<file path="config.mk">
export PLATFORM = sky130hd
export DESIGN_NAME = csac_dp
export DESIGN_NICKNAME = d
export VERILOG_FILES = /design/src/hdl/csac_pkg.sv /design/src/hdl/csac_dp.sv
export SDC_FILE = /design/constraint.sdc
export NUM_CORES = 1
export LEC_CHECK = 0
export ABC_AREA = 0
export BUFFER_PORTS_ARGS = -buffer_cell sky130_fd_sc_hd__buf_4
export CAP_MARGIN = 20
export CORE_MARGIN = 2
export CORE_UTILIZATION = 55
export DETAILED_ROUTE_END_ITERATION = 7
export PLACE_DENSITY = 0.72
export SKIP_CTS_REPAIR_TIMING = 1
export SKIP_LAST_GASP = 1
export SYNTH_ARGS = -nofsm -noshare
export SYNTH_HDL_FRONTEND = slang
export SYNTH_SLANG_ARGS = --single-unit
</file>
<file path="constraint.sdc">
create_clock -name clk -period 7.3 [get_ports clk]
set_clock_uncertainty 0.2 [all_clocks]
set_input_delay 1.825 -clock clk [delete_from_list [all_inputs] [get_ports clk]]
set_output_delay 1.825 -clock clk [all_outputs]
set_load 0.005 [all_outputs]
</file>
<file path="src/hdl/csac_pkg.sv">
// ----------------------------------------------------------------------------
// csac_pkg: shared types and constants of the cache set cost model
// Widths, operation codes, register indexes, controller states and the
// command group from controller to datapath.
// ----------------------------------------------------------------------------
package csac_pkg;

	// set geometry
	localparam int MAX_WAYS = 8;
	localparam int WAY_W    = (MAX_WAYS > 1) ? $clog2(MAX_WAYS) : 1;
	localparam int CNT_W    = $clog2(MAX_WAYS + 1);

	// field widths
	localparam int TAG_W   = 32;
	localparam int FUNC_W  = 2;
	localparam int CYC_W   = 22;
	localparam int WAYS_W  = 4;
	localparam int WORDS_W = 9;
	localparam int MEM_W   = 10;
	localparam int CACHE_W = 4;
	localparam int BLK_W   = MEM_W + WORDS_W;
	localparam int SUM_W   = CYC_W + 2;
	localparam int PROD_W  = CNT_W + BLK_W;

	localparam logic [CYC_W-1:0] CYCLES_MAX = {CYC_W{1'b1}};

	// operation codes
	localparam logic [FUNC_W-1:0] FUNC_LOAD  = 2'd0;
	localparam logic [FUNC_W-1:0] FUNC_STORE = 2'd1;
	localparam logic [FUNC_W-1:0] FUNC_FLUSH = 2'd2;

	// configuration port
	localparam int CFG_IDX_W  = 3;
	localparam int CFG_DATA_W = 10;

	localparam logic [CFG_IDX_W-1:0] CFG_ALLOC = 3'd0;
	localparam logic [CFG_IDX_W-1:0] CFG_WB    = 3'd1;
	localparam logic [CFG_IDX_W-1:0] CFG_LRU   = 3'd2;
	localparam logic [CFG_IDX_W-1:0] CFG_WAYS  = 3'd3;
	localparam logic [CFG_IDX_W-1:0] CFG_WORDS = 3'd4;
	localparam logic [CFG_IDX_W-1:0] CFG_MEM   = 3'd5;
	localparam logic [CFG_IDX_W-1:0] CFG_CACHE = 3'd6;

	// controller states
	typedef enum logic [1:0] {
		ST_IDLE,
		ST_LOOK,
		ST_UPD
	} csac_state_t;

	// controller to datapath commands
	typedef struct packed {
		logic cap_in;   // capture the accepted word
		logic look;     // register compare, dirty count and block cost
		logic commit;   // update the set and load the result register
	} csac_cmd_t;

endpackage

</file>
<file path="src/hdl/csac_dp.sv">
// ----------------------------------------------------------------------------
// csac_dp: set storage, configuration and cost datapath
// Holds the ordered entry list, compares tags, computes the access cost and
// shifts the list on reorder or eviction.
// ----------------------------------------------------------------------------
module csac_dp (
	input  logic                                clk,
	input  logic                                arst_n,
	input  csac_pkg::csac_cmd_t                 cmd,
	input  logic [csac_pkg::FUNC_W-1:0]         in_func,
	input  logic [csac_pkg::TAG_W-1:0]          in_tag,
	input  logic                                cfg_we,
	input  logic [csac_pkg::CFG_IDX_W-1:0]      cfg_index,
	input  logic [csac_pkg::CFG_DATA_W-1:0]     cfg_data,
	output logic                                out_hit,
	output logic [csac_pkg::CYC_W-1:0]          out_cycles,
	output logic                                out_bad
);

	localparam int MW = csac_pkg::MAX_WAYS;

	// configuration
	logic                               alloc_q, wb_q, lru_q;
	logic [csac_pkg::WAYS_W-1:0]        ways_q;
	logic [csac_pkg::WORDS_W-1:0]       words_q;
	logic [csac_pkg::MEM_W-1:0]         mem_q;
	logic [csac_pkg::CACHE_W-1:0]       cache_q;

	// accepted word
	logic [csac_pkg::FUNC_W-1:0]        func_q;
	logic [csac_pkg::TAG_W-1:0]         tag_in_q;

	// set contents
	logic [csac_pkg::TAG_W-1:0]         ent_tag_q   [MW];
	logic [MW-1:0]                      ent_dirty_q;
	logic [csac_pkg::CNT_W-1:0]         fill_q;

	// lookup stage
	logic                               hit_s1, hit_dirty_s1;
	logic [csac_pkg::WAY_W-1:0]         idx_s1;
	logic [csac_pkg::CNT_W-1:0]         ndirty_s1;
	logic [csac_pkg::BLK_W-1:0]         blk_s1;

	logic [MW-1:0]                      valid_mask, match;
	logic                               hit_c;
	logic [csac_pkg::WAY_W-1:0]         idx_c;
	logic [csac_pkg::CNT_W-1:0]         ndirty_c;

	always_comb begin
		hit_c    = 1'b0;
		idx_c    = '0;
		ndirty_c = '0;
		for (int i = 0; i < MW; i++) begin
			valid_mask[i] = csac_pkg::CNT_W'(i) < fill_q;
			match[i]      = valid_mask[i] && (ent_tag_q[i] == tag_in_q);
		end
		// lowest matching way wins
		for (int i = MW - 1; i >= 0; i--) begin
			if (match[i]) begin
				hit_c = 1'b1;
				idx_c = csac_pkg::WAY_W'(i);
			end
		end
		for (int i = 0; i < MW; i++) begin
			ndirty_c = ndirty_c + csac_pkg::CNT_W'(valid_mask[i] && ent_dirty_q[i]);
		end
	end

	always_ff @(posedge clk) begin
		if (cmd.cap_in) begin
			func_q   <= in_func;
			tag_in_q <= in_tag;
		end
		if (cmd.look) begin
			hit_s1       <= hit_c;
			idx_s1       <= idx_c;
			hit_dirty_s1 <= |(match & ent_dirty_q);
			ndirty_s1    <= ndirty_c;
			blk_s1       <= csac_pkg::BLK_W'(mem_q) * csac_pkg::BLK_W'(words_q);
		end
	end

	// update stage
	logic                               is_load, is_store, is_flush, alloc;
	logic [csac_pkg::CNT_W-1:0]         eff_ways, fill_m1, fill_nxt;
	logic                               full;
	logic [csac_pkg::WAY_W-1:0]         rm_idx, end_idx;
	logic                               wr_en, new_dirty;
	logic [csac_pkg::SUM_W-1:0]         st_cost, blk_ext, sum;
	logic [csac_pkg::PROD_W-1:0]        flush_prod;
	logic                               res_hit, res_bad;
	logic [csac_pkg::CYC_W-1:0]         res_cyc;
	logic [MW-1:0]                      dirty_nxt;

	always_comb begin
		is_load  = func_q == csac_pkg::FUNC_LOAD;
		is_store = func_q == csac_pkg::FUNC_STORE;
		is_flush = func_q == csac_pkg::FUNC_FLUSH;
		alloc    = (is_load || is_store) && !hit_s1 && (is_load || alloc_q);

		if (ways_q == '0) eff_ways = csac_pkg::CNT_W'(1);
		else if (32'(ways_q) > MW) eff_ways = csac_pkg::CNT_W'(MW);
		else eff_ways = csac_pkg::CNT_W'(ways_q);

		full     = fill_q >= eff_ways;
		fill_m1  = fill_q - csac_pkg::CNT_W'(1);
		fill_nxt = fill_q;

		st_cost = wb_q ? csac_pkg::SUM_W'(cache_q)
		               : csac_pkg::SUM_W'(mem_q) + csac_pkg::SUM_W'(cache_q);
		blk_ext = csac_pkg::SUM_W'(blk_s1);
		flush_prod = csac_pkg::PROD_W'(ndirty_s1) * csac_pkg::PROD_W'(blk_s1);

		wr_en     = 1'b0;
		rm_idx    = '0;
		end_idx   = '0;
		new_dirty = 1'b0;
		sum       = '0;
		res_hit   = 1'b0;
		res_bad   = 1'b0;

		if ((is_load || is_store) && hit_s1) begin
			res_hit   = 1'b1;
			wr_en     = 1'b1;
			rm_idx    = idx_s1;
			end_idx   = lru_q ? fill_m1[csac_pkg::WAY_W-1:0] : idx_s1;
			new_dirty = hit_dirty_s1 || (is_store && wb_q);
			sum       = is_load ? csac_pkg::SUM_W'(cache_q) : st_cost;
		end else if (alloc) begin
			wr_en     = 1'b1;
			new_dirty = is_store && wb_q;
			sum       = blk_ext + (is_store ? st_cost : '0);
			if (full) begin
				// evict the oldest way, shift the rest down
				rm_idx  = '0;
				end_idx = fill_m1[csac_pkg::WAY_W-1:0];
				if (ent_dirty_q[0]) sum = sum + blk_ext;
			end else begin
				rm_idx   = fill_q[csac_pkg::WAY_W-1:0];
				end_idx  = fill_q[csac_pkg::WAY_W-1:0];
				fill_nxt = fill_q + csac_pkg::CNT_W'(1);
			end
		end else if (is_store) begin
			// store miss without allocation
			if (wb_q) res_bad = 1'b1;
			else sum = csac_pkg::SUM_W'(mem_q);
		end else if (is_flush) begin
			if (flush_prod > csac_pkg::PROD_W'(csac_pkg::CYCLES_MAX))
				sum = csac_pkg::SUM_W'(csac_pkg::CYCLES_MAX);
			else
				sum = csac_pkg::SUM_W'(flush_prod);
		end

		if (sum > csac_pkg::SUM_W'(csac_pkg::CYCLES_MAX)) res_cyc = csac_pkg::CYCLES_MAX;
		else res_cyc = sum[csac_pkg::CYC_W-1:0];
	end

	// entry list: shift ways in [rm_idx, end_idx) down, write end_idx
	for (genvar i = 0; i < MW; i++) begin : g_way
		logic sel_end, sel_shift;
		assign sel_end   = csac_pkg::WAY_W'(i) == end_idx;
		assign sel_shift = (csac_pkg::WAY_W'(i) >= rm_idx) && (csac_pkg::WAY_W'(i) < end_idx);
		assign dirty_nxt[i] = sel_end ? new_dirty
		                    : sel_shift ? ent_dirty_q[(i + 1) % MW] : ent_dirty_q[i];

		always_ff @(posedge clk) begin
			if (cmd.commit && wr_en) begin
				if (sel_end) ent_tag_q[i] <= tag_in_q;
				else if (sel_shift) ent_tag_q[i] <= ent_tag_q[(i + 1) % MW];
			end
		end
	end

	always_ff @(posedge clk or negedge arst_n) begin
		if (!arst_n) begin
			ent_dirty_q <= '0;
		end else if (cmd.commit && wr_en) begin
			ent_dirty_q <= dirty_nxt;
		end
	end

	always_ff @(posedge clk or negedge arst_n) begin
		if (!arst_n) begin
			fill_q  <= '0;
			alloc_q <= 1'b1;
			wb_q    <= 1'b1;
			lru_q   <= 1'b1;
			ways_q  <= csac_pkg::WAYS_W'(8);
			words_q <= csac_pkg::WORDS_W'(4);
			mem_q   <= csac_pkg::MEM_W'(100);
			cache_q <= csac_pkg::CACHE_W'(1);
		end else begin
			if (cmd.commit) fill_q <= fill_nxt;
			if (cfg_we) begin
				case (cfg_index)
					csac_pkg::CFG_ALLOC: alloc_q <= cfg_data[0];
					csac_pkg::CFG_WB:    wb_q    <= cfg_data[0];
					csac_pkg::CFG_LRU:   lru_q   <= cfg_data[0];
					csac_pkg::CFG_WAYS:  ways_q  <= cfg_data[csac_pkg::WAYS_W-1:0];
					csac_pkg::CFG_WORDS: words_q <= cfg_data[csac_pkg::WORDS_W-1:0];
					csac_pkg::CFG_MEM:   mem_q   <= cfg_data[csac_pkg::MEM_W-1:0];
					csac_pkg::CFG_CACHE: cache_q <= cfg_data[csac_pkg::CACHE_W-1:0];
					default: begin
					end
				endcase
			end
		end
	end

	// result register
	always_ff @(posedge clk) begin
		if (cmd.commit) begin
			out_hit    <= res_hit;
			out_cycles <= res_cyc;
			out_bad    <= res_bad;
		end
	end

endmodule

</file>
==> flow_metrics.py, run 1 <==
metrics = {
    "critical_path": {
        "worstPathArrival_ps": 6320,
        "cp_slowest_stage_delay_ps": 550,
        "cpMaxStageDelayCell": "sky130_fd_sc_hd__dfrtp_1",
        "endpoint_kind": "register",
        "timing.critical_path.fanout_max": 13,
        "worstPathRequired_ps": 7410,
        "critPathKind": "reg2reg",
        "crit_path_cell_trace": "ha_1 > inv_1 > fa_1 > nor2b_1 > o21ai_0 > nand2b_1 > and3_1 > xnor2_1 > nor2_1 > ha_1 > or3_1 > o21bai_1 > and2_1 > a211o_1 > xor2_1 > ha_1 > nand2_1 > o31ai_1 > o211ai_1 > a211oi_1 > a31oi_1 > xor2_1 > or3_1 > a31o_1",
        "critPathLaunchType": "register",
        "critical_path_s_most_frequent_cell": "sky130_fd_sc_hd__ha_1",
    },
    "layout": {
        "antennaDiodeCount": 0,
        "multi_input_area_sq_mm": 0.0140,
        "synthToLayoutAreaGrowth_pct": 9.59,
        "finish.instance_area_sq_mm": 0.0289,
        "layout.area.seq_sq_mm": 0.0113,
        "n_fill_cell": 3700,
        "num-nets-final": 2565,
        "drive_above_1_share_pct": 20.0,
    },
    "grt": {
        "grt.total_usage_pct": 25.8,
        "overflow": 0,
        "first_global_vias": 18100,
        "grt_antenna_before_repair": 0,
        "grt_start_max_net_pins": 43,
        "grt_pass1_wl_um": 100000,
    },
    "die": {
        "initial_core_util_pct": 55.5,
        "fp.dieH_um": 223,
        "placementRows": 80,
        "placeableCoreArea_sq_mm": 0.0475,
        "num_io_pins": 77,
        "die_w_um": 223,
        "floorplan.die_area_sq_mm": 0.0497,
    },
    "synthesis": {
        "netlist.top_cell.by_area": "sky130_fd_sc_hd__edfxtp_1",
        "main_area_contributors_after_synthesis": "sky130_fd_sc_hd__edfxtp_1 39%, sky130_fd_sc_hd__mux2_2 11%, sky130_fd_sc_hd__fa_1 7.4%, sky130_fd_sc_hd__xnor2_1 7.1%, sky130_fd_sc_hd__ha_1 5.3%",
        "netlist-cell-type-count": 88,
        "synth-async-reset-ratio_pct": 10.9,
        "synth.ff_latch_count": 384,
        "ys_dominant_reg_cell": "sky130_fd_sc_hd__edfxtp_1",
        "ys.warnings.count": 0,
        "synth_largest_type_area_fraction_pct": 38.9,
        "synth_sequential_area_ratio_pct": 43.0,
        "synth_most_common_cell": "sky130_fd_sc_hd__edfxtp_1",
        "synth_common_cells": "342 x sky130_fd_sc_hd__edfxtp_1, 257 x sky130_fd_sc_hd__mux2_2, 213 x sky130_fd_sc_hd__xnor2_1, 164 x sky130_fd_sc_hd__inv_1, 126 x sky130_fd_sc_hd__nand2_1",
        "netlist_instances": 2286,
        "synth_edf_count": 342,
        "synthesis.nets": 2548,
        "post_synth_instance_area_sq_mm": 0.0264,
        "syn_avg_cell_area_sq_um": 11.5,
    },
    "timing": {
        "max-slew-margin-rel_pct": 25.6,
        "slew_limit_fails": 0,
        "final-hold-violation-count": 0,
        "max_freq_mhz": 161,
        "unrepaired_setup_endpoints_after_global_routing": "false",
        "final.period_utilization_pct": 85.0,
        "sum_of_negative_setup_slack_ps": 0,
        "finalCriticalPeriod_ps": 6200,
        "finalSetupViolations": 0,
        "tightestPinTransition_ps": 1110,
    },
    "clock_tree": {
        "clk_pin_slew_ps": 60,
        "h-tree-depth": 2,
        "cts_tree": "done",
        "cts_buf_count": 42,
        "cts_num_sinks": 384,
        "cts_root_buf": "sky130_fd_sc_hd__clkbuf_16",
        "cts_buffer_depth": 3,
        "insertion_delay_ps": 590,
    },
    "place": {
        "io_buffer_count": 76,
        "post_dp_cell_area_sq_mm": 0.0275,
        "dp.final_hpwl_um": 47700,
        "place.gp.congestion": 0.946,
    },
    "routing": {
        "vias": 17300,
        "avgRoutedWirePerCell_um": 21.2,
        "routed_wire_length_um": 62500,
        "detailedRoute.firstPassIterationCount": 5,
        "initial_drc_count": 1258,
        "routed_via_density": 5.86,
        "detail_route.drc_violations": 0,
        "postRouteAntennaNets": 0,
    },
    "pwr": {
        "power-per-cell-area_mw_per_mm2": 394,
        "ir_worst_vdd_uv": 355,
        "leakagePower_nw": 11.1,
        "post_layout_total_power_mw": 11.4,
    },
    "run_status": {
        "result_of_the_run": "finished, final reports clean",
    },
    "worst_hold_path": {
        "hold_path.class": "reg2reg",
    },
    "job": {
        "max-cap-violations": 0,
    },
}
power breakdown:
group	total (mW)	switching [mW]	internal, mW
Combinational	5.79	3.36	2.43
Clock	2.17	0.912	1.26
Sequential	3.42	0.494	2.93
state kept, by name (all words and copies together) (netlist names), 2 cells and up:
| signal | cells |
|---|---|
| tag_in_q | 32 |
| mem_q | 10 |
| words_q | 9 |
| out_cycles | 22 |
| ways_q | 4 |
| ent_dirty_q | 8 |
| ndirty_s1 | 4 |
| ent_tag_q | 256 |
| cache_q | 4 |
| blk_s1 | 19 |
| func_q | 2 |
| fill_q | 4 |
| idx_s1 | 3 |
per-stage QoR:
step / hold WS [ps] / util, % / setup slack (ps) / std cells
floorplan: 224 / - / 1680 / 2286
global placement: 236 / 57.8 / 1350 / 2871
detailed placement: 242 / 57.8 / 1160 / 2871
CTS: 257 / 60.7 / 1120 / 2947
global route: 262 / 60.8 / 642 / 2950
finish: 253 / 60.8 / 1100 / 2950
critical path, delay by kind of cell (launching register included):
kind / cells / cell delay (ps)
compound gates: 8 / 1880
xor+xnor: 3 / 510
fa+ha+maj: 4 / 1230
buf+inv: 1 / 60
flops: 1 / 550
simple gates: 8 / 1490
placed cells by master, fill, tap and decap left out, types with 98 or more instances in the layout:
cell,netlist,layout
sky130_fd_sc_hd__and2_1,100,100
sky130_fd_sc_hd__mux2_2,257,257
sky130_fd_sc_hd__ha_1,111,111
sky130_fd_sc_hd__inv_1,164,164
sky130_fd_sc_hd__edfxtp_1,342,342
sky130_fd_sc_hd__nand2_1,126,126
sky130_fd_sc_hd__xor2_1,118,118
sky130_fd_sc_hd__fa_1,98,98
sky130_fd_sc_hd__buf_4,6,110
sky130_fd_sc_hd__xnor2_1,213,213
logic make-up after synthesis:
family,after synthesis,synth area share [%]
flip-flops,384,43.0
AND/OR/NAND/NOR,510,10.1
buffers and inverters,303,4.59
adder cells (fa/ha/maj),209,12.7
multiplexers,276,11.7
AO/OA/AOI/OAI,273,6.98
XOR/XNOR,331,11.0
final timing paths:
check                                             from  cells after the start  slack, ps                           end
worst min register to register  tag_in_q[13]$_DFFE_PP_                      0        250   ent_tag_q[1][109]$_DFFE_PP_
worst min-delay path            tag_in_q[13]$_DFFE_PP_                      0        250   ent_tag_q[1][109]$_DFFE_PP_
worst max register to register    mem_q[0]$_DFFE_PN0P_                     24       1100  out_cycles[17]$_SDFFCE_PN1P_
min in group asynchronous                       arst_n                      1       1050         fill_q[2]$_DFFE_PN0P_
worst max-delay path              mem_q[0]$_DFFE_PN0P_                     24       1100  out_cycles[17]$_SDFFCE_PN1P_
max in group asynchronous                       arst_n                      1       5450          mem_q[9]$_DFFE_PN0P_
per-layer routing:
metal	wire length [um]	vias up	GRT usage, %
met1	25300	8606	32.0
met2	31500	462	45.4
met4	2820	0	11.3
li1	-	8078	-
met3	2860	142	3.07
met5	0	-	0
final cells by class:
type / count / share of cell area [%]
clock inverter: 26 / 0.956
tap: 615 / 2.66
sequential: 384 / 39.2
timing repair buffer: 112 / 2.99
clock buffer: 50 / 3.81
inverter: 164 / 2.13
multi-input combinational: 1599 / 48.3
Power figures use the tool's default switching activity.
==> run 2, diff against run 1 <==
- PLACE_DENSITY: 0.72 -> 0.75
- clock period: 7.3 -> 5.3 ns (I/O delays scaled with it)
==> flow_metrics.py, run 2 (synthesis gave the netlist of run 1 again) <==
metrics = {
    "layout": {
        "most_frequent_standard_cell_in_the_layout_excluding_fill_and_tap_cells": "sky130_fd_sc_hd__edfxtp_1",
        "drive_above_1_share_pct": 28.0,
        "num-nets-final": 2716,
        "largest_register_ffs": 256,
        "regMostFlops": "ent_tag_q",
        "reg.largest.list": "ent_tag_q x256, tag_in_q x32, out_cycles x22",
        "finalNonFillerCells": 3102,
        "antennaDiodeCount": 0,
        "synthToLayoutAreaGrowth_pct": 15.6,
        "final_cell_mix": "342 x sky130_fd_sc_hd__edfxtp_1, 257 x sky130_fd_sc_hd__mux2_2, 257 x sky130_fd_sc_hd__buf_4, 207 x sky130_fd_sc_hd__xnor2_1, 161 x sky130_fd_sc_hd__inv_1",
    },
    "run_status": {
        "violated_checks": "negative setup slack",
        "result_of_the_run": "complete, but fails checks",
    },
    "die": {
        "placeableCoreArea_sq_mm": 0.0475,
        "placementRows": 80,
        "initial_core_util_pct": 55.5,
        "floorplan.die_area_sq_mm": 0.0497,
        "fp.dieH_um": 223,
        "num_io_pins": 77,
        "die_w_um": 223,
    },
    "pwr": {
        "power-per-cell-area_mw_per_mm2": 553,
        "leakagePower_nw": 11.9,
        "ir_worst_vdd_uv": 506,
        "post_layout_total_power_mw": 16.8,
    },
    "timing": {
        "max_freq_mhz": 180,
        "finalSetupViolations": 8,
        "fin_ws_ps": -254,
        "max-slew-margin-rel_pct": 30.0,
        "final.period_utilization_pct": 105,
        "tightestPinTransition_ps": 1040,
        "unrepaired_setup_endpoints_after_global_routing": "true",
        "final-hold-violation-count": 0,
        "holdWs_ps": 309,
        "slew_limit_fails": 0,
        "finalCriticalPeriod_ps": 5550,
    },
    "place": {
        "place.gp.congestion": 0.951,
        "io_buffer_count": 76,
        "placedCellCount": 3006,
        "dp.final_hpwl_um": 48600,
        "preCtsSetupSlack_ps": -358,
    },
    "routing": {
        "postRouteAntennaNets": 0,
        "vias": 18000,
        "met3WireLength_um": 3930,
        "detail_route.drc_violations": 0,
        "wl_met2_um": 31700,
        "avgRoutedWirePerCell_um": 20.7,
        "detail_route.wirelength.met1_um": 25500,
        "routed_wire_length_um": 64200,
        "routed_via_density": 5.81,
        "top_signal_layer_used": "met4",
        "initial_drc_count": 1260,
        "detailedRoute.firstPassIterationCount": 8,
    },
    "job": {
        "max-cap-violations": 0,
    },
    "critical_path": {
        "endpoint_kind": "register",
        "timing.critical_path.fanout_max": 4,
        "worstPathRequired_ps": 5440,
        "critPathKind": "reg2reg",
        "critPathLaunchType": "register",
        "reg2reg_setup_slack_ps": -250,
        "worstPathArrival_ps": 5690,
    },
    "grt": {
        "first_global_vias": 18700,
        "grt_start_max_net_pins": 43,
        "grt_pass1_wl_um": 102000,
        "grt_antenna_before_repair": 0,
        "grt.total_usage_pct": 26.1,
        "overflow": 0,
    },
    "clock_tree": {
        "clk_pin_slew_ps": 60,
        "insertion_delay_ps": 600,
        "cts_buffer_depth": 3,
        "cts_root_buf": "sky130_fd_sc_hd__clkbuf_16",
        "cts_tree": "done",
        "h-tree-depth": 2,
        "cts_num_sinks": 384,
        "cts_buf_count": 43,
    },
    "worst_hold_path": {
        "hold_path.class": "reg2reg",
    },
}
-- run 2: changes by cell type in the layout (fill, tap and decap cells not counted), moves of 7 or more --
| cell | change |
|---|---|
| sky130_fd_sc_hd__ha_1 | -11 |
| sky130_fd_sc_hd__buf_4 | +147 |
| sky130_fd_sc_hd__o21ai_0 | -13 |
| sky130_fd_sc_hd__ha_4 | +7 |
| sky130_fd_sc_hd__a21oi_2 | +8 |
| sky130_fd_sc_hd__o21ai_1 | +9 |
| sky130_fd_sc_hd__a21oi_1 | -8 |
-- run 2: worst max-delay path, cell delays in order, from the launching register on --
cell and delay, ps:
sky130_fd_sc_hd__dfstp_2 550, sky130_fd_sc_hd__ha_4 130, sky130_fd_sc_hd__inv_2 40, sky130_fd_sc_hd__fa_2 360, sky130_fd_sc_hd__nor2b_1 120, sky130_fd_sc_hd__o21ai_1 80
sky130_fd_sc_hd__nand2b_1 110, sky130_fd_sc_hd__and3_4 240, sky130_fd_sc_hd__xnor2_2 130, sky130_fd_sc_hd__nor2_1 70, sky130_fd_sc_hd__ha_2 180, sky130_fd_sc_hd__or3_4 330
sky130_fd_sc_hd__o211a_2 260, sky130_fd_sc_hd__a21o_2 220, sky130_fd_sc_hd__a21oi_2 140, sky130_fd_sc_hd__xnor2_1 110, sky130_fd_sc_hd__ha_1 380, sky130_fd_sc_hd__nand2_2 100
sky130_fd_sc_hd__o31ai_4 190, sky130_fd_sc_hd__o211ai_1 170, sky130_fd_sc_hd__a211oi_2 330, sky130_fd_sc_hd__a31oi_2 160, sky130_fd_sc_hd__xor2_1 180, sky130_fd_sc_hd__or3_1 320
sky130_fd_sc_hd__a31o_1 210
-- run 2: final timing paths --
path	from	to	depth (start not counted)
min reg2reg	ways_q[0]$_DFFE_PN0P_	ways_q[0]$_DFFE_PN0P_	1
max	cache_q[0]$_DFFE_PN1P_	out_cycles[17]$_SDFFCE_PN1P_	24
min	ways_q[0]$_DFFE_PN0P_	ways_q[0]$_DFFE_PN0P_	1
max in group asynchronous	arst_n	mem_q[3]$_DFFE_PN0P_	1
min in group asynchronous	arst_n	ent_dirty_q[0]$_DFFE_PN0P_	1
max reg2reg	cache_q[0]$_DFFE_PN1P_	out_cycles[17]$_SDFFCE_PN1P_	24
-- run 2: where the power goes --
group / switching, mW / internal (mW)
clock network: 1.28 / 1.66
registers: 0.537 / 4.04
logic: 4.98 / 4.35
total: 6.80 / 10.0
-- run 2: routing by layer --
layer | vias up | global-route usage (%)
li1 | 8380 | -
met1 | 8914 | 32.8
met2 | 579 | 44.9
met3 | 141 | 4.06
met4 | 0 | 11.5
met5 | - | 0
-- run 2: cell type report --
| type | instances | area (sq um) |
|---|---|---|
| timing repair buffer | 262 | 2000 |
| inverter | 164 | 616 |
| clock inverter | 27 | 264 |
| clock buffer | 51 | 1110 |
| fill | 3459 | 17100 |
| sequential | 384 | 11300 |
| multi-input combinational | 1599 | 14400 |
| tap | 615 | 769 |
-- run 2: metrics by stage --
stage	TNS, ps	util, %	area (sq um)
final	-996	64.1	30500
after global routing	-3100	64.1	30500
after CTS	-2200	62.8	29900
after detailed placement	-1880	60.0	28500
after global placement	-895	60.0	28500
after floorplan	-87.2	-	26400
